===== config.mk =====
export PLATFORM = sky130hd
export DESIGN_NAME = overwrite_window_buffer_core_flat
export DESIGN_NICKNAME = d
export VERILOG_FILES = /design/src/hdl/owb_pkg.sv /design/src/hdl/owb_if.sv /design/src/hdl/owb_ram.sv /design/src/hdl/overwrite_window_buffer_core.sv /design/src/flat_wrapper.sv
export SDC_FILE = /design/constraint.sdc
export NUM_CORES = 2
export LEC_CHECK = 0
export ABC_AREA = 1
export BUFFER_PORTS_ARGS = -buffer_cell sky130_fd_sc_hd__buf_2
export CAP_MARGIN = 20
export CORE_MARGIN = 4
export CORE_UTILIZATION = 48
export CTS_CLUSTER_DIAMETER = 40
export CTS_CLUSTER_SIZE = 28
export DETAILED_ROUTE_END_ITERATION = 6
export PLACE_DENSITY = 0.66
export SYNTH_ARGS = -nofsm -noshare
export SYNTH_HDL_FRONTEND = slang
export SYNTH_SLANG_ARGS = --single-unit

===== constraint.sdc =====
create_clock -name clk -period 5.8 [get_ports clk]
set_input_delay 1.45 -clock clk [delete_from_list [all_inputs] [get_ports clk]]
set_output_delay 1.45 -clock clk [all_outputs]
set_load 0.1 [all_outputs]

===== src/hdl/owb_pkg.sv =====
// ----------------------------------------------------------------------------
// owb_pkg
// shared constants and types for the overwriting window buffer
// ----------------------------------------------------------------------------
package owb_pkg;

    // storage geometry
    localparam int DEPTH      = 64;
    localparam int DATA_BITS  = 32;
    localparam int ADDR_BITS  = (DEPTH > 1) ? $clog2(DEPTH) : 1;

    // fixed field widths
    localparam int FUNC_BITS   = 2;
    localparam int WORD_BITS   = 32;
    localparam int LEN_BITS    = 7;
    localparam int POS_BITS    = 6;
    localparam int STATUS_BITS = 2;
    localparam int CNT_BITS    = 32;
    localparam int INDEX_BITS  = 8;
    localparam int CFG_BITS    = 7;

    // stored word width, words are masked to both the data and the field width
    localparam int STORE_BITS = (DATA_BITS < WORD_BITS) ? DATA_BITS : WORD_BITS;

    typedef enum logic [FUNC_BITS-1:0] {
        FUNC_PUT   = 2'd0,
        FUNC_SNAP  = 2'd1,
        FUNC_FLUSH = 2'd2
    } func_t;

    typedef enum logic [STATUS_BITS-1:0] {
        STAT_OK        = 2'd0,
        STAT_DROPPED   = 2'd1,
        STAT_CLOSED    = 2'd2,
        STAT_BAD_COUNT = 2'd3
    } status_t;

    typedef enum logic [INDEX_BITS-1:0] {
        REG_CLOSED     = 8'd0,
        REG_WINDOW_LEN = 8'd1
    } reg_index_t;

    typedef enum logic {
        ST_IDLE   = 1'b0,
        ST_STREAM = 1'b1
    } state_t;

    // one result as held in the output register
    typedef struct packed {
        logic [STATUS_BITS-1:0] status;
        logic [WORD_BITS-1:0]   data_out;
        logic [POS_BITS-1:0]    position;
        logic                   has_data;
        logic                   last;
        logic [LEN_BITS-1:0]    length;
        logic [CNT_BITS-1:0]    total_put;
        logic [CNT_BITS-1:0]    total_dropped;
        logic [LEN_BITS-1:0]    peak_length;
    } rsp_t;

endpackage


===== src/hdl/owb_if.sv =====
// ----------------------------------------------------------------------------
// owb interfaces
// request, result and configuration channels with valid/ready handshake
// ----------------------------------------------------------------------------
interface owb_req_if;
    logic                           valid;
    logic                           ready;
    logic [owb_pkg::FUNC_BITS-1:0]  func;
    logic [owb_pkg::WORD_BITS-1:0]  data_in;
    logic [owb_pkg::LEN_BITS-1:0]   want_count;
    logic                           emit_on_flush;

    modport source (output valid, func, data_in, want_count, emit_on_flush, input ready);
    modport sink   (input valid, func, data_in, want_count, emit_on_flush, output ready);
endinterface

interface owb_rsp_if;
    logic                             valid;
    logic                             ready;
    logic [owb_pkg::STATUS_BITS-1:0]  status;
    logic [owb_pkg::WORD_BITS-1:0]    data_out;
    logic [owb_pkg::POS_BITS-1:0]     position;
    logic                             has_data;
    logic                             last;
    logic [owb_pkg::LEN_BITS-1:0]     length;
    logic [owb_pkg::CNT_BITS-1:0]     total_put;
    logic [owb_pkg::CNT_BITS-1:0]     total_dropped;
    logic [owb_pkg::LEN_BITS-1:0]     peak_length;

    modport source (output valid, status, data_out, position, has_data, last, length,
                    total_put, total_dropped, peak_length, input ready);
    modport sink   (input valid, status, data_out, position, has_data, last, length,
                    total_put, total_dropped, peak_length, output ready);
endinterface

interface owb_cfg_if;
    logic                            valid;
    logic                            ready;
    logic [owb_pkg::INDEX_BITS-1:0]  index;
    logic [owb_pkg::CFG_BITS-1:0]    data;

    modport source (output valid, index, data, input ready);
    modport sink   (input valid, index, data, output ready);
endinterface


===== src/hdl/owb_ram.sv =====
// ----------------------------------------------------------------------------
// owb_ram
// entry store, one write port and one read port with registered read data
// ----------------------------------------------------------------------------
module owb_ram (
    input  logic                            clk,
    input  logic                            wr_en,
    input  logic [owb_pkg::ADDR_BITS-1:0]   wr_addr,
    input  logic [owb_pkg::STORE_BITS-1:0]  wr_data,
    input  logic                            rd_en,
    input  logic [owb_pkg::ADDR_BITS-1:0]   rd_addr,
    output logic [owb_pkg::STORE_BITS-1:0]  rd_data
);

    logic [owb_pkg::STORE_BITS-1:0] mem [owb_pkg::DEPTH];

    always_ff @(posedge clk)
    begin
        if (wr_en)
        begin
            mem[wr_addr] <= wr_data;
        end
    end

    always_ff @(posedge clk)
    begin
        if (rd_en)
        begin
            rd_data <= mem[rd_addr];
        end
    end

endmodule


===== src/hdl/overwrite_window_buffer_core.sv =====
// ----------------------------------------------------------------------------
// overwrite_window_buffer_core
// sliding-window ring buffer that keeps the newest entries
// ----------------------------------------------------------------------------
// Each request is a put, a snapshot or a flush. A put, a refused put, a bad
// snapshot count, a snapshot or flush that yields no entries and an unused
// function code each give one result; such requests can follow each other
// every cycle as long as results are taken. A snapshot of m entries or a
// flush that emits m entries streams its results out of the single read port
// of the entry store: the request loads the read address register, the store
// reads each entry into its read data register, and from there it moves into
// the output register, one entry per cycle while the result side takes them.
// No new request is taken until the last entry of a stream is in the output
// register. Entries are never cleared; only written entries can be read.
// Configuration writes are always taken, but must only be issued while the
// block is idle; writing the window length empties the window and keeps the
// counters and the peak.
// ----------------------------------------------------------------------------
module overwrite_window_buffer_core (
    input  logic       clk,
    input  logic       rst_n,
    owb_req_if.sink    req,
    owb_rsp_if.source  rsp,
    owb_cfg_if.sink    cfg
);

    localparam int AW = owb_pkg::ADDR_BITS;
    localparam int LW = owb_pkg::LEN_BITS;

    // advance a ring pointer within the active window
    function automatic logic [AW-1:0] wrap_inc(input logic [AW-1:0] ptr,
                                               input logic [LW-1:0] len);
        logic [LW-1:0] inc;
        inc = LW'(ptr) + LW'(1);
        return (inc >= len) ? '0 : inc[AW-1:0];
    endfunction

    // configuration
    logic                closed_reg;
    logic [LW-1:0]       win_len_reg;

    // window state
    logic [AW-1:0]       oldest_reg, oldest_next;
    logic [AW-1:0]       next_ptr_reg, next_ptr_next;
    logic [LW-1:0]       fill_reg, fill_next;
    logic [owb_pkg::CNT_BITS-1:0] put_cnt_reg, put_cnt_next;
    logic [owb_pkg::CNT_BITS-1:0] drop_cnt_reg, drop_cnt_next;
    logic [LW-1:0]       peak_reg, peak_next;

    // stream control
    owb_pkg::state_t     state_reg, state_next;
    logic [AW-1:0]       rd_addr_reg, rd_addr_next;
    logic [LW-1:0]       rd_left_reg, rd_left_next;
    logic [LW-1:0]       emit_left_reg, emit_left_next;
    logic [owb_pkg::POS_BITS-1:0] pos_reg, pos_next;
    logic                rd_pending_reg, rd_pending_next;

    // output register
    logic                out_valid_reg, out_valid_next;
    owb_pkg::rsp_t       out_reg, out_next;

    // handshakes
    logic                out_free;
    logic                in_ready;
    logic                accept;
    logic                cfg_write;

    // memory ports
    logic                wr_en;
    logic                rd_en;
    logic [owb_pkg::STORE_BITS-1:0] rd_data;

    // request decode
    logic                full;
    logic [AW-1:0]       oldest_inc;
    logic [LW-1:0]       fill_put;
    logic [LW-1:0]       peak_put;
    logic [LW-1:0]       snap_m;
    logic [LW-1:0]       snap_start;
    logic                stream_load;
    logic                stream_issue;
    logic [LW-1:0]       cfg_len;

    assign out_free  = !out_valid_reg || rsp.ready;
    assign accept    = req.valid && in_ready;
    assign cfg_write = cfg.valid && cfg.ready;
    assign cfg.ready = 1'b1;
    assign req.ready = in_ready;

    // result port straight from the output register
    assign rsp.valid         = out_valid_reg;
    assign rsp.status        = out_reg.status;
    assign rsp.data_out      = out_reg.data_out;
    assign rsp.position      = out_reg.position;
    assign rsp.has_data      = out_reg.has_data;
    assign rsp.last          = out_reg.last;
    assign rsp.length        = out_reg.length;
    assign rsp.total_put     = out_reg.total_put;
    assign rsp.total_dropped = out_reg.total_dropped;
    assign rsp.peak_length   = out_reg.peak_length;

    // put arithmetic: drop oldest first when the window is full
    assign full       = fill_reg >= win_len_reg;
    assign oldest_inc = wrap_inc(oldest_reg, win_len_reg);
    assign fill_put   = full ? fill_reg : fill_reg + LW'(1);
    assign peak_put   = (fill_put > peak_reg) ? fill_put : peak_reg;

    // snapshot: newest m entries start at oldest + (fill - m), folded once
    always_comb
    begin
        logic [LW-1:0] sum;
        snap_m = (req.want_count < fill_reg) ? req.want_count : fill_reg;
        sum    = LW'(oldest_reg) + (fill_reg - snap_m);
        snap_start = (sum >= win_len_reg) ? sum - win_len_reg : sum;
    end

    // clamp of the window length write
    always_comb
    begin
        cfg_len = cfg.data;
        if (cfg_len < LW'(1))
        begin
            cfg_len = LW'(1);
        end
        if (cfg_len > LW'(owb_pkg::DEPTH))
        begin
            cfg_len = LW'(owb_pkg::DEPTH);
        end
    end

    // state sequencing
    always_comb
    begin
        state_next = state_reg;
        case (state_reg)
            owb_pkg::ST_IDLE:
            begin
                if (accept)
                begin
                    case (owb_pkg::func_t'(req.func))
                        owb_pkg::FUNC_SNAP:
                        begin
                            if (req.want_count != '0 && snap_m != '0)
                            begin
                                state_next = owb_pkg::ST_STREAM;
                            end
                        end
                        owb_pkg::FUNC_FLUSH:
                        begin
                            if (req.emit_on_flush && fill_reg != '0)
                            begin
                                state_next = owb_pkg::ST_STREAM;
                            end
                        end
                        default:
                        begin
                            state_next = owb_pkg::ST_IDLE;
                        end
                    endcase
                end
            end
            owb_pkg::ST_STREAM:
            begin
                // leave once the final entry enters the output register
                if (stream_load && emit_left_reg == LW'(1))
                begin
                    state_next = owb_pkg::ST_IDLE;
                end
            end
            default:
            begin
                state_next = owb_pkg::ST_IDLE;
            end
        endcase
    end

    // control outputs of the sequencer
    always_comb
    begin
        in_ready     = 1'b0;
        stream_load  = 1'b0;
        stream_issue = 1'b0;
        case (state_reg)
            owb_pkg::ST_IDLE:
            begin
                in_ready = out_free;
            end
            owb_pkg::ST_STREAM:
            begin
                // read data waiting in the store output moves on when free,
                // and the next read goes out as soon as that data slot frees
                stream_load  = rd_pending_reg && out_free;
                stream_issue = (rd_left_reg != '0) && (!rd_pending_reg || stream_load);
            end
            default:
            begin
                in_ready = 1'b0;
            end
        endcase
    end

    // datapath next values
    always_comb
    begin
        oldest_next     = oldest_reg;
        next_ptr_next   = next_ptr_reg;
        fill_next       = fill_reg;
        put_cnt_next    = put_cnt_reg;
        drop_cnt_next   = drop_cnt_reg;
        peak_next       = peak_reg;
        rd_addr_next    = rd_addr_reg;
        rd_left_next    = rd_left_reg;
        emit_left_next  = emit_left_reg;
        pos_next        = pos_reg;
        rd_pending_next = rd_pending_reg;
        out_next        = out_reg;
        out_valid_next  = out_valid_reg && !rsp.ready;
        wr_en           = 1'b0;

        // single result defaults, counters as they stand
        if (accept)
        begin
            out_valid_next         = 1'b1;
            out_next.status        = owb_pkg::STAT_OK;
            out_next.data_out      = '0;
            out_next.position      = '0;
            out_next.has_data      = 1'b0;
            out_next.last          = 1'b1;
            out_next.length        = fill_reg;
            out_next.total_put     = put_cnt_reg;
            out_next.total_dropped = drop_cnt_reg;
            out_next.peak_length   = peak_reg;

            case (owb_pkg::func_t'(req.func))
                owb_pkg::FUNC_PUT:
                begin
                    if (closed_reg)
                    begin
                        out_next.status = owb_pkg::STAT_CLOSED;
                    end
                    else
                    begin
                        wr_en         = 1'b1;
                        next_ptr_next = wrap_inc(next_ptr_reg, win_len_reg);
                        fill_next     = fill_put;
                        put_cnt_next  = put_cnt_reg + owb_pkg::CNT_BITS'(1);
                        peak_next     = peak_put;
                        if (full)
                        begin
                            oldest_next     = oldest_inc;
                            drop_cnt_next   = drop_cnt_reg + owb_pkg::CNT_BITS'(1);
                            out_next.status = owb_pkg::STAT_DROPPED;
                        end
                        out_next.length        = fill_put;
                        out_next.total_put     = put_cnt_reg + owb_pkg::CNT_BITS'(1);
                        out_next.total_dropped = full ? drop_cnt_reg + owb_pkg::CNT_BITS'(1)
                                                      : drop_cnt_reg;
                        out_next.peak_length   = peak_put;
                    end
                end
                owb_pkg::FUNC_SNAP:
                begin
                    if (req.want_count == '0)
                    begin
                        out_next.status = owb_pkg::STAT_BAD_COUNT;
                    end
                    else if (snap_m != '0)
                    begin
                        out_valid_next  = out_valid_reg && !rsp.ready;
                        out_next        = out_reg;
                        rd_addr_next    = snap_start[AW-1:0];
                        rd_left_next    = snap_m;
                        emit_left_next  = snap_m;
                        pos_next        = '0;
                        rd_pending_next = 1'b0;
                    end
                end
                owb_pkg::FUNC_FLUSH:
                begin
                    oldest_next     = '0;
                    next_ptr_next   = '0;
                    fill_next       = '0;
                    out_next.length = '0;
                    if (req.emit_on_flush && fill_reg != '0)
                    begin
                        out_valid_next  = out_valid_reg && !rsp.ready;
                        out_next        = out_reg;
                        rd_addr_next    = oldest_reg;
                        rd_left_next    = fill_reg;
                        emit_left_next  = fill_reg;
                        pos_next        = '0;
                        rd_pending_next = 1'b0;
                    end
                end
                default:
                begin
                    out_next.status = owb_pkg::STAT_OK;
                end
            endcase
        end

        // streamed entries, length already reflects any flush
        if (stream_load)
        begin
            out_valid_next         = 1'b1;
            out_next.status        = owb_pkg::STAT_OK;
            out_next.data_out      = owb_pkg::WORD_BITS'(rd_data);
            out_next.position      = pos_reg;
            out_next.has_data      = 1'b1;
            out_next.last          = (emit_left_reg == LW'(1));
            out_next.length        = fill_reg;
            out_next.total_put     = put_cnt_reg;
            out_next.total_dropped = drop_cnt_reg;
            out_next.peak_length   = peak_reg;
            pos_next               = pos_reg + owb_pkg::POS_BITS'(1);
            emit_left_next         = emit_left_reg - LW'(1);
        end

        if (state_reg == owb_pkg::ST_STREAM)
        begin
            rd_pending_next = stream_issue || (rd_pending_reg && !stream_load);
        end

        if (stream_issue)
        begin
            rd_addr_next = wrap_inc(rd_addr_reg, win_len_reg);
            rd_left_next = rd_left_reg - LW'(1);
        end

        // window length write empties the window
        if (cfg_write && cfg.index == owb_pkg::REG_WINDOW_LEN)
        begin
            oldest_next   = '0;
            next_ptr_next = '0;
            fill_next     = '0;
        end
    end

    assign rd_en = stream_issue;

    owb_ram u_ram (
        .clk     (clk),
        .wr_en   (wr_en),
        .wr_addr (next_ptr_reg),
        .wr_data (req.data_in[owb_pkg::STORE_BITS-1:0]),
        .rd_en   (rd_en),
        .rd_addr (rd_addr_reg),
        .rd_data (rd_data)
    );

    // configuration registers
    always_ff @(posedge clk or negedge rst_n)
    begin
        if (!rst_n)
        begin
            closed_reg  <= 1'b0;
            win_len_reg <= LW'(owb_pkg::DEPTH);
        end
        else if (cfg_write)
        begin
            case (owb_pkg::reg_index_t'(cfg.index))
                owb_pkg::REG_CLOSED:
                begin
                    closed_reg <= cfg.data[0];
                end
                owb_pkg::REG_WINDOW_LEN:
                begin
                    win_len_reg <= cfg_len;
                end
                default:
                begin
                    closed_reg <= closed_reg;
                end
            endcase
        end
    end

    // window state, stream control and output valid
    always_ff @(posedge clk or negedge rst_n)
    begin
        if (!rst_n)
        begin
            state_reg      <= owb_pkg::ST_IDLE;
            oldest_reg     <= '0;
            next_ptr_reg   <= '0;
            fill_reg       <= '0;
            put_cnt_reg    <= '0;
            drop_cnt_reg   <= '0;
            peak_reg       <= '0;
            rd_left_reg    <= '0;
            emit_left_reg  <= '0;
            rd_pending_reg <= 1'b0;
            out_valid_reg  <= 1'b0;
        end
        else
        begin
            state_reg      <= state_next;
            oldest_reg     <= oldest_next;
            next_ptr_reg   <= next_ptr_next;
            fill_reg       <= fill_next;
            put_cnt_reg    <= put_cnt_next;
            drop_cnt_reg   <= drop_cnt_next;
            peak_reg       <= peak_next;
            rd_left_reg    <= rd_left_next;
            emit_left_reg  <= emit_left_next;
            rd_pending_reg <= rd_pending_next;
            out_valid_reg  <= out_valid_next;
        end
    end

    // payload registers
    always_ff @(posedge clk)
    begin
        rd_addr_reg <= rd_addr_next;
        pos_reg     <= pos_next;
        out_reg     <= out_next;
    end

endmodule

===== src/flat_wrapper.sv =====
// flat-port wrapper written by rule: the top's interface ports become plain ports
module overwrite_window_buffer_core_flat 
  (clk, rst_n, req_valid, req_func, req_data_in, req_want_count, req_emit_on_flush, req_ready, rsp_valid, rsp_status, rsp_data_out, rsp_position, rsp_has_data, rsp_last, rsp_length, rsp_total_put, rsp_total_dropped, rsp_peak_length, rsp_ready, cfg_valid, cfg_index, cfg_data, cfg_ready);
  owb_req_if req_i ();
  owb_rsp_if rsp_i ();
  owb_cfg_if cfg_i ();
  input  logic clk;
  input  logic rst_n;
  input wire logic [$bits(req_i.valid)-1:0] req_valid;
  input wire logic [$bits(req_i.func)-1:0] req_func;
  input wire logic [$bits(req_i.data_in)-1:0] req_data_in;
  input wire logic [$bits(req_i.want_count)-1:0] req_want_count;
  input wire logic [$bits(req_i.emit_on_flush)-1:0] req_emit_on_flush;
  output wire logic [$bits(req_i.ready)-1:0] req_ready;
  output wire logic [$bits(rsp_i.valid)-1:0] rsp_valid;
  output wire logic [$bits(rsp_i.status)-1:0] rsp_status;
  output wire logic [$bits(rsp_i.data_out)-1:0] rsp_data_out;
  output wire logic [$bits(rsp_i.position)-1:0] rsp_position;
  output wire logic [$bits(rsp_i.has_data)-1:0] rsp_has_data;
  output wire logic [$bits(rsp_i.last)-1:0] rsp_last;
  output wire logic [$bits(rsp_i.length)-1:0] rsp_length;
  output wire logic [$bits(rsp_i.total_put)-1:0] rsp_total_put;
  output wire logic [$bits(rsp_i.total_dropped)-1:0] rsp_total_dropped;
  output wire logic [$bits(rsp_i.peak_length)-1:0] rsp_peak_length;
  input wire logic [$bits(rsp_i.ready)-1:0] rsp_ready;
  input wire logic [$bits(cfg_i.valid)-1:0] cfg_valid;
  input wire logic [$bits(cfg_i.index)-1:0] cfg_index;
  input wire logic [$bits(cfg_i.data)-1:0] cfg_data;
  output wire logic [$bits(cfg_i.ready)-1:0] cfg_ready;
  assign req_i.valid = req_valid;
  assign req_i.func = req_func;
  assign req_i.data_in = req_data_in;
  assign req_i.want_count = req_want_count;
  assign req_i.emit_on_flush = req_emit_on_flush;
  assign req_ready = req_i.ready;
  assign rsp_valid = rsp_i.valid;
  assign rsp_status = rsp_i.status;
  assign rsp_data_out = rsp_i.data_out;
  assign rsp_position = rsp_i.position;
  assign rsp_has_data = rsp_i.has_data;
  assign rsp_last = rsp_i.last;
  assign rsp_length = rsp_i.length;
  assign rsp_total_put = rsp_i.total_put;
  assign rsp_total_dropped = rsp_i.total_dropped;
  assign rsp_peak_length = rsp_i.peak_length;
  assign rsp_i.ready = rsp_ready;
  assign cfg_i.valid = cfg_valid;
  assign cfg_i.index = cfg_index;
  assign cfg_i.data = cfg_data;
  assign cfg_ready = cfg_i.ready;
  overwrite_window_buffer_core u_core (.clk(clk), .rst_n(rst_n), .req(req_i), .rsp(rsp_i), .cfg(cfg_i));
endmodule

## Word-level counts from Yosys, hierarchy flattened

Memories as Yosys holds them, arrays and structs flattened. A register that Yosys moved wholly into a read port is not among the register bits.
Cells that the tools add are included.

| word-level totals | value |
|---|---|
| RAM bits | 2048 |
| output and inout bits | 123 |
| input port bits | 62 |
| register bits after elaboration | 247 |
| memories | 1 |
| word-level logic and storage cells | 188 |

Memory list:

| memory | words | width | read ports | clocked after memory_dff | wr ports | line | text |
|---|---|---|---|---|---|---|---|
| u_core.u_ram.mem | 64 | 32 | 1 | 1 | 1 | owb_ram.sv:15 | `logic [owb_pkg::STORE_BITS-1:0] mem [owb_pkg::DEPTH];` |

| operators by class | value |
|---|---|
| $add $sub $neg | 12 |
| bitwise operators | 2 |
| order comparisons | 9 |
| equal/unequal tests | 19 |
| mux-type cells | 80 |
| reduce and logical (&&, ||, !) cells | 41 |

Operators with widths:

| cell | count |
|---|---|
| $mux W118 | 3 |
| $mux W120 | 2 |
| $pmux W78 S3 | 1 |
| $mux W6 | 21 |
| $mux W7 | 14 |
| $pmux W40 S2 | 1 |
| $mux W78 | 1 |
| $add A32 B1 Y32 const B | 2 |
| $pmux W6 S2 | 4 |
| $ge A7 B7 Y1 | 5 |
| $mux W32 | 1 |
| $pmux W7 S2 | 2 |
| $reduce_bool A7 Y1 | 4 |
| $mux W1 | 23 |
| $add A6 B1 Y7 const B | 3 |
| $ne A3 B1 Y1 const B | 7 |
| $reduce_and A5 Y1 | 3 |
| $sub A7 B1 Y7 const B | 2 |
| $ne A3 B2 Y1 const B | 4 |
| $reduce_and A3 Y1 | 4 |
| $reduce_bool A3 Y1 | 4 |
| $logic_and A1 B1 Y1 | 9 |
| $eq A8 B1 Y1 const B | 1 |
| $logic_not A8 Y1 | 1 |
| 26 further kinds | 41 |

## Depth between registers and ports, before layout

| depth | value |
|---|---|
| word-level depth | 11 |
| mapped depth | 32 |
| depth with buffers taken out | 32 |

## Cells and area by module

Synthesis repeated with hierarchy kept, for this count alone.

| second synthesis, totals | value |
|---|---|
| cells, all modules | 8651 |
| area total of the unflattened synthesis | 98401.9 um^2 |

Modules (own cells, without submodules):

| module | area an instance (um^2) | seq. area each (um^2) | cells an instance | times used |
|---|---|---|---|---|
| owb_ram | 83058.4 | 62459.9 | 6769 | 1 |
| overwrite_window_buffer_core | 15343.5 | 6812.8 | 1882 | 1 |

## Least setup slack after synthesis

OpenSTA, ideal clock, no wires.

| timing path | value |
|---|---|
| kind | in2reg |
| from | input port rsp_ready |
| to | register u_core.out_reg, in the netlist u_core.rsp.data_out[0], enable pin |
| path slack | -0.700 ns |
| data required time | 5.330 ns |
| path buffers | 1 |
| library setup time | 0.470 ns |
| cell stages on the path | 7 |
| data arrival time | 6.029 ns |
| path through | nor2_1 > nor2_1 > nand2_2 > inv_2 > buf_1 > a31oi_1 > inv_1 |

| on the way | value |
|---|---|
| word-level cells in the longest chain between the ends | 5 |
| elaborated cells on any way between the ends | 9 |
| classes of those cells | eq/ne: 2; mux: 2; reduce/logical: 5 |

Ends and longest elaborated chain:

| what | line | text |
|---|---|---|
| from (decl) | flat_wrapper.sv:25 | `input wire logic [$bits(rsp_i.ready)-1:0] rsp_ready;` |
| $logic_or A1 B1 Y1 | overwrite_window_buffer_core.sv:84 | `assign out_free = !out_valid_reg \|\| rsp.ready;` |
| $mux W1 | overwrite_window_buffer_core.sv:183 | `case (state_reg)` |
| named net req_ready | flat_wrapper.sv:14 | `output wire logic [$bits(req_i.ready)-1:0] req_ready;` |
| $logic_and A1 B1 Y1 | overwrite_window_buffer_core.sv:85 | `assign accept = req.valid && in_ready;` |
| $reduce_bool A2 Y1 (no source line) | n/a |  |
| $reduce_and A3 Y1 (no source line) | n/a |  |
| to (signal assigned) | overwrite_window_buffer_core.sv:416 | `out_reg <= out_next;` |
| to (decl) | overwrite_window_buffer_core.sv:60 | `owb_pkg::rsp_t out_reg, out_next;` |

The timed path passes the listed nets, and every way through them passes these cells.
A chain may end at the register's enable or synchronous reset.

## Final worst setup path

| timing path | value |
|---|---|
| from | register u_core.fill_reg[6] |
| to | register u_core.rd_addr_reg[1], data pin |

| on the way | value |
|---|---|
| word-level cells in the longest chain between the ends | 11 |
| elaborated cells on any way between the ends | 12 |
| classes of those cells | add/sub: 3; order compare: 2; mux: 7 |

Ends and longest elaborated chain:

| what | line | text |
|---|---|---|
| from (decl) | overwrite_window_buffer_core.sv:45 | `logic [LW-1:0] fill_reg, fill_next;` |
| from (signal assigned) | overwrite_window_buffer_core.sv:400 | `fill_reg <= fill_next;` |
| $lt A7 B7 Y1 | overwrite_window_buffer_core.sv:112 | `snap_m = (req.want_count < fill_reg) ? req.want_count : fill_reg;` |
| $mux W7 | overwrite_window_buffer_core.sv:112 |  |
| $sub A7 B7 Y7 (*) | overwrite_window_buffer_core.sv:113 | `sum = LW'(oldest_reg) + (fill_reg - snap_m);` |
| $add A6 B7 Y7 (*) | overwrite_window_buffer_core.sv:113 |  |
| $sub A6 B6 Y6 / $ge A7 B7 Y1 (equally long branches) | overwrite_window_buffer_core.sv:114 | `snap_start = (sum >= win_len_reg) ? sum - win_len_reg : sum;` |
| $mux W6 (*) | overwrite_window_buffer_core.sv:114 |  |
| $mux W6 (*) | overwrite_window_buffer_core.sv:267 | `else if (snap_m != '0)` |
| $mux W6 (*) | overwrite_window_buffer_core.sv:263 | `if (req.want_count == '0)` |
| $pmux W6 S2 (*) | overwrite_window_buffer_core.sv:234 | `case (owb_pkg::func_t'(req.func))` |
| $mux W6 (*) | overwrite_window_buffer_core.sv:221 | `if (accept)` |
| $mux W6 (*) | overwrite_window_buffer_core.sv:324 | `if (stream_issue)` |
| named net u_core.rd_addr_next[1] | overwrite_window_buffer_core.sv:52 | `logic [AW-1:0] rd_addr_reg, rd_addr_next;` |
| to (signal assigned) | overwrite_window_buffer_core.sv:414 | `rd_addr_reg <= rd_addr_next;` |
| to (decl) | overwrite_window_buffer_core.sv:52 |  |

Mark *: on every way through the listed nets, which the timed path passes. The rest lies on a longest branch. The select of a mux whose other input is x is not followed.

==> impl_metrics.env <==
export IMPL_antenna_found_initial=13
export IMPL_maxCapViolations=0
export IMPL_worstPathRequired_ps=6470
export IMPL_place_hpwl_um=148900
export IMPL_wl_per_cell_um=25.17
export IMPL_cts_setup_buffers=0
export IMPL_hold_path_class="reg2reg"
export IMPL_cts_htree_levels=5
export IMPL_rows=164
export IMPL_holdWs_ps=472.3
export IMPL_crit_top_cell="nand2_1"
export IMPL_synthTopCellsByArea="edfxtp_1, o21ai_0, nor2_1, o22ai_1, nand2_1"
export IMPL_drv_slew=0
export IMPL_synth_enable_flop_cells=2209
export IMPL_pin_count=185
export IMPL_ant_nets=0
export IMPL_failed_checks="DRC"
export IMPL_syn_inst=7982
export IMPL_drive_above_1_share=0.1208
export IMPL_period_needed_ps=5125
export IMPL_yosys_top_cells_count="edfxtp_1, nor2_1, o21ai_0"
export IMPL_p_leak_nw=38.60
export IMPL_wirelength_um=279200
export IMPL_critPathMaxStageDelay_ps=480
export IMPL_synth_area_sq_mm=0.09656
export IMPL_reg2reg_from="u_core.fill_reg[6]$_DFFE_PN0P_"
export IMPL_largest_register="u_core.u_ram.mem"
export IMPL_grt_pass1_wl_um=407700
export IMPL_relSlewSlack=0.2497
export IMPL_clk_latency_ps=940
export IMPL_crit_buf_inv=6
export IMPL_die_w_um=456.5
export IMPL_ys_ff_latch=2327
export IMPL_finalCritPeriodShare=0.8836
export IMPL_hold_depth=2
export IMPL_worst_slew_pin_slew_ps=1122
export IMPL_grt_pass1_vias=63350
export IMPL_synth_nets=8121
export IMPL_dpl_cell_area_sq_mm=0.1010
export IMPL_hold_viol_final=0
export IMPL_pwr_density_cell_mw_per_mm2=568.1
export IMPL_grt_usage=0.2590
export IMPL_clock_sinks=2327
export IMPL_cts_buffer_depth=4
export IMPL_grt_max_degree=184
export IMPL_die_height_um=456.5
export IMPL_gp_congestion=0.8884
export IMPL_ctsHoldBuffers=0
export IMPL_cp_arrival_ps=5800
export IMPL_post_route_util=0.5585
export IMPL_synth_distinct_cells=56
export IMPL_port_buffers=183
export IMPL_cts_resized=0
export IMPL_largest_reg_flops=2048
export IMPL_viasPerCell=6.007
export IMPL_die_area_sq_mm=0.2084
export IMPL_synth_top_area_share=0.6870
export IMPL_r2r_end="u_core.rd_addr_reg[1]$_DFFE_PP_"
export IMPL_r2r_setup_slack_ps=680
export IMPL_drt_iter0_drc=9105
export IMPL_min_to="u_core.rsp.has_data$_SDFFE_PP1P_"
export IMPL_core_sq_mm=0.1999
export IMPL_critPathLaunchType="flip-flop"
export IMPL_synthArstFlopShare=0.04942
export IMPL_fin_skew_ps=67.77
export IMPL_criticalPathCategory="reg2reg"
export IMPL_rr_worst_depth=28
export IMPL_nets=8328
export IMPL_yosysMostFrequentCell="edfxtp_1"
export IMPL_yosysWarnings=0
export IMPL_design_area_sq_mm=0.1116
export IMPL_drcViolationCount=1
export IMPL_clock_fmax_ghz=0.1951
export IMPL_cts_root_buf="clkbuf_16"
export IMPL_outcome="finished with violations"
export IMPL_cts_buffers=322
export IMPL_seq_area_frac_synth=0.7174
export IMPL_crit_path_top_delay_cell="fa_1"
export IMPL_n_fill_cell=16030
export IMPL_crit_fanout=8
export IMPL_num_vias=66620
export IMPL_grt_setup_unrepaired="no"
export IMPL_cp_top_family="adder cells"
export IMPL_synth_ff_type="edfxtp_1"
export IMPL_postSynthAreaPerCell_sq_um=12.10
export IMPL_gr_total_overflow=0
export IMPL_area_growth_syn_to_layout_pct=15.59
export IMPL_synth_area_leader_cell="edfxtp_1"
export IMPL_setup_viol=0
export IMPL_initial_core_util=0.4831
export IMPL_vdd_drop_max_v=0.0005027
export IMPL_drt_pass1_iter_count=7
export IMPL_tritoncts="built"
export IMPL_holdCritStartpoint="u_core.rsp.has_data$_SDFFE_PP1P_"
export IMPL_critPathCaptureType="flip-flop"
export IMPL_path_clk_slew_ps=50
-- routing by layer --
| metal | vias up | routed length [um] | GRT usage |
|---|---|---|---|
| li1 | 29560 | - | - |
| met1 | 33070 | 110700 | 0.3550 |
| met2 | 3472 | 129900 | 0.4123 |
| met3 | 509 | 28810 | 0.05326 |
| met4 | 8 | 9678 | 0.09373 |
| met5 | - | 73 | 0 |
-- power breakdown --
group	switching, mW	internal (mW)	leakage, nW
logic	17.5	5.95	12.0
registers	0.773	19.7	21.4
clock network	7.61	11.9	5.15
total	25.9	37.5	38.6
-- logic make-up (layout without fill, tap and decap cells) --
family,Yosys count,in the layout,synth area share
compound gates,2204,2204,0.1245
xor+xnor,56,56,0.005079
fa+ha+maj,77,77,0.01052
buf+inv,793,1238,0.03561
flops,2327,2327,0.7174
mux,62,62,0.006427
other cells,1,8,0.00003884
simple gates,2462,2462,0.1004
-- tightest hold or removal path, delay by kind of cell, from the launching register on --
family,cells,cell delay [ps]
and+or+nand+nor,2,120
DFF,1,310
-- cell type report --
class / count / area, sq um / share of cell area
well taps: 2656 / 3323 / 0.02977
repair buffers: 399 / 2915 / 0.02612
multi-input cells: 4862 / 24360 / 0.2182
flip-flops and latches: 2327 / 69270 / 0.6207
clock inverters: 214 / 2402 / 0.02152
clock buffers: 348 / 8240 / 0.07383
inverters: 277 / 1084 / 0.009708
diodes: 7 / 17.52 / 0.0001569
-- through the flow --
step           TNS (ps)  worst slack (ps)  cells  total power [mW]
2_1_floorplan         0             77.53   7982             36.28
3_3_place_gp     -507.0            -117.6  10520             43.56
3_5_place_dp     -768.1            -167.0  10520             43.84
4_1_cts               0             703.2  11080             63.38
5_1_grt               0             198.7  11090             66.30
6_report              0             675.2  11090             63.41
-- worst max path at each step --
stage,slack [ps],to,startpoint,depth (start not counted)
6_report,680,u_core.rd_addr_reg[1]$_DFFE_PP_,u_core.fill_reg[6]$_DFFE_PN0P_,28
5_1_grt,200,u_core.rd_addr_reg[4]$_DFFE_PP_,u_core.fill_reg[2]$_DFFE_PN0P_,30
4_1_cts,700,u_core.rd_addr_reg[3]$_DFFE_PP_,u_core.fill_reg[6]$_DFFE_PN0P_,28
3_5_place_dp,-170,u_core.rd_addr_reg[3]$_DFFE_PP_,req_want_count[6],28
3_3_place_gp,-120,u_core.rd_addr_reg[1]$_DFFE_PP_,req_want_count[2],31
2_1_floorplan,80,u_core.u_ram.mem[11][0]$_DFFE_PP_,rsp_ready,7
-- cell usage in the layout, fill, tap and decap left out, drive strengths merged, types with 2 or more instances in the layout --
| cell | instances |
|---|---|
| edfxtp | 2209 |
| o21ai | 1384 |
| nor2 | 1344 |
| nand2 | 872 |
| o22ai | 582 |
| buf | 399 |
| clkbuf | 348 |
| inv | 334 |
| nand3 | 159 |
| a21oi | 141 |
| dfrtp | 114 |
| clkinv | 97 |
| ha | 70 |
| o211ai | 64 |
| mux2i | 62 |
| xor2 | 50 |
| nor3 | 38 |
| nand4 | 34 |
| bufinv | 32 |
| clkinvlp | 28 |
| a22oi | 8 |
| diode | 7 |
| fa | 7 |
| xnor2 | 6 |
| o31ai | 6 |
| nand3b | 5 |
| o21a | 4 |
| nor4 | 4 |
| a21boi | 3 |
| a31oi | 3 |
| dfxtp | 3 |
| or2 | 3 |
| o221ai | 2 |
| nor3b | 2 |
| a22o | 2 |
No activity file was read; power rests on OpenSTA's default activity.
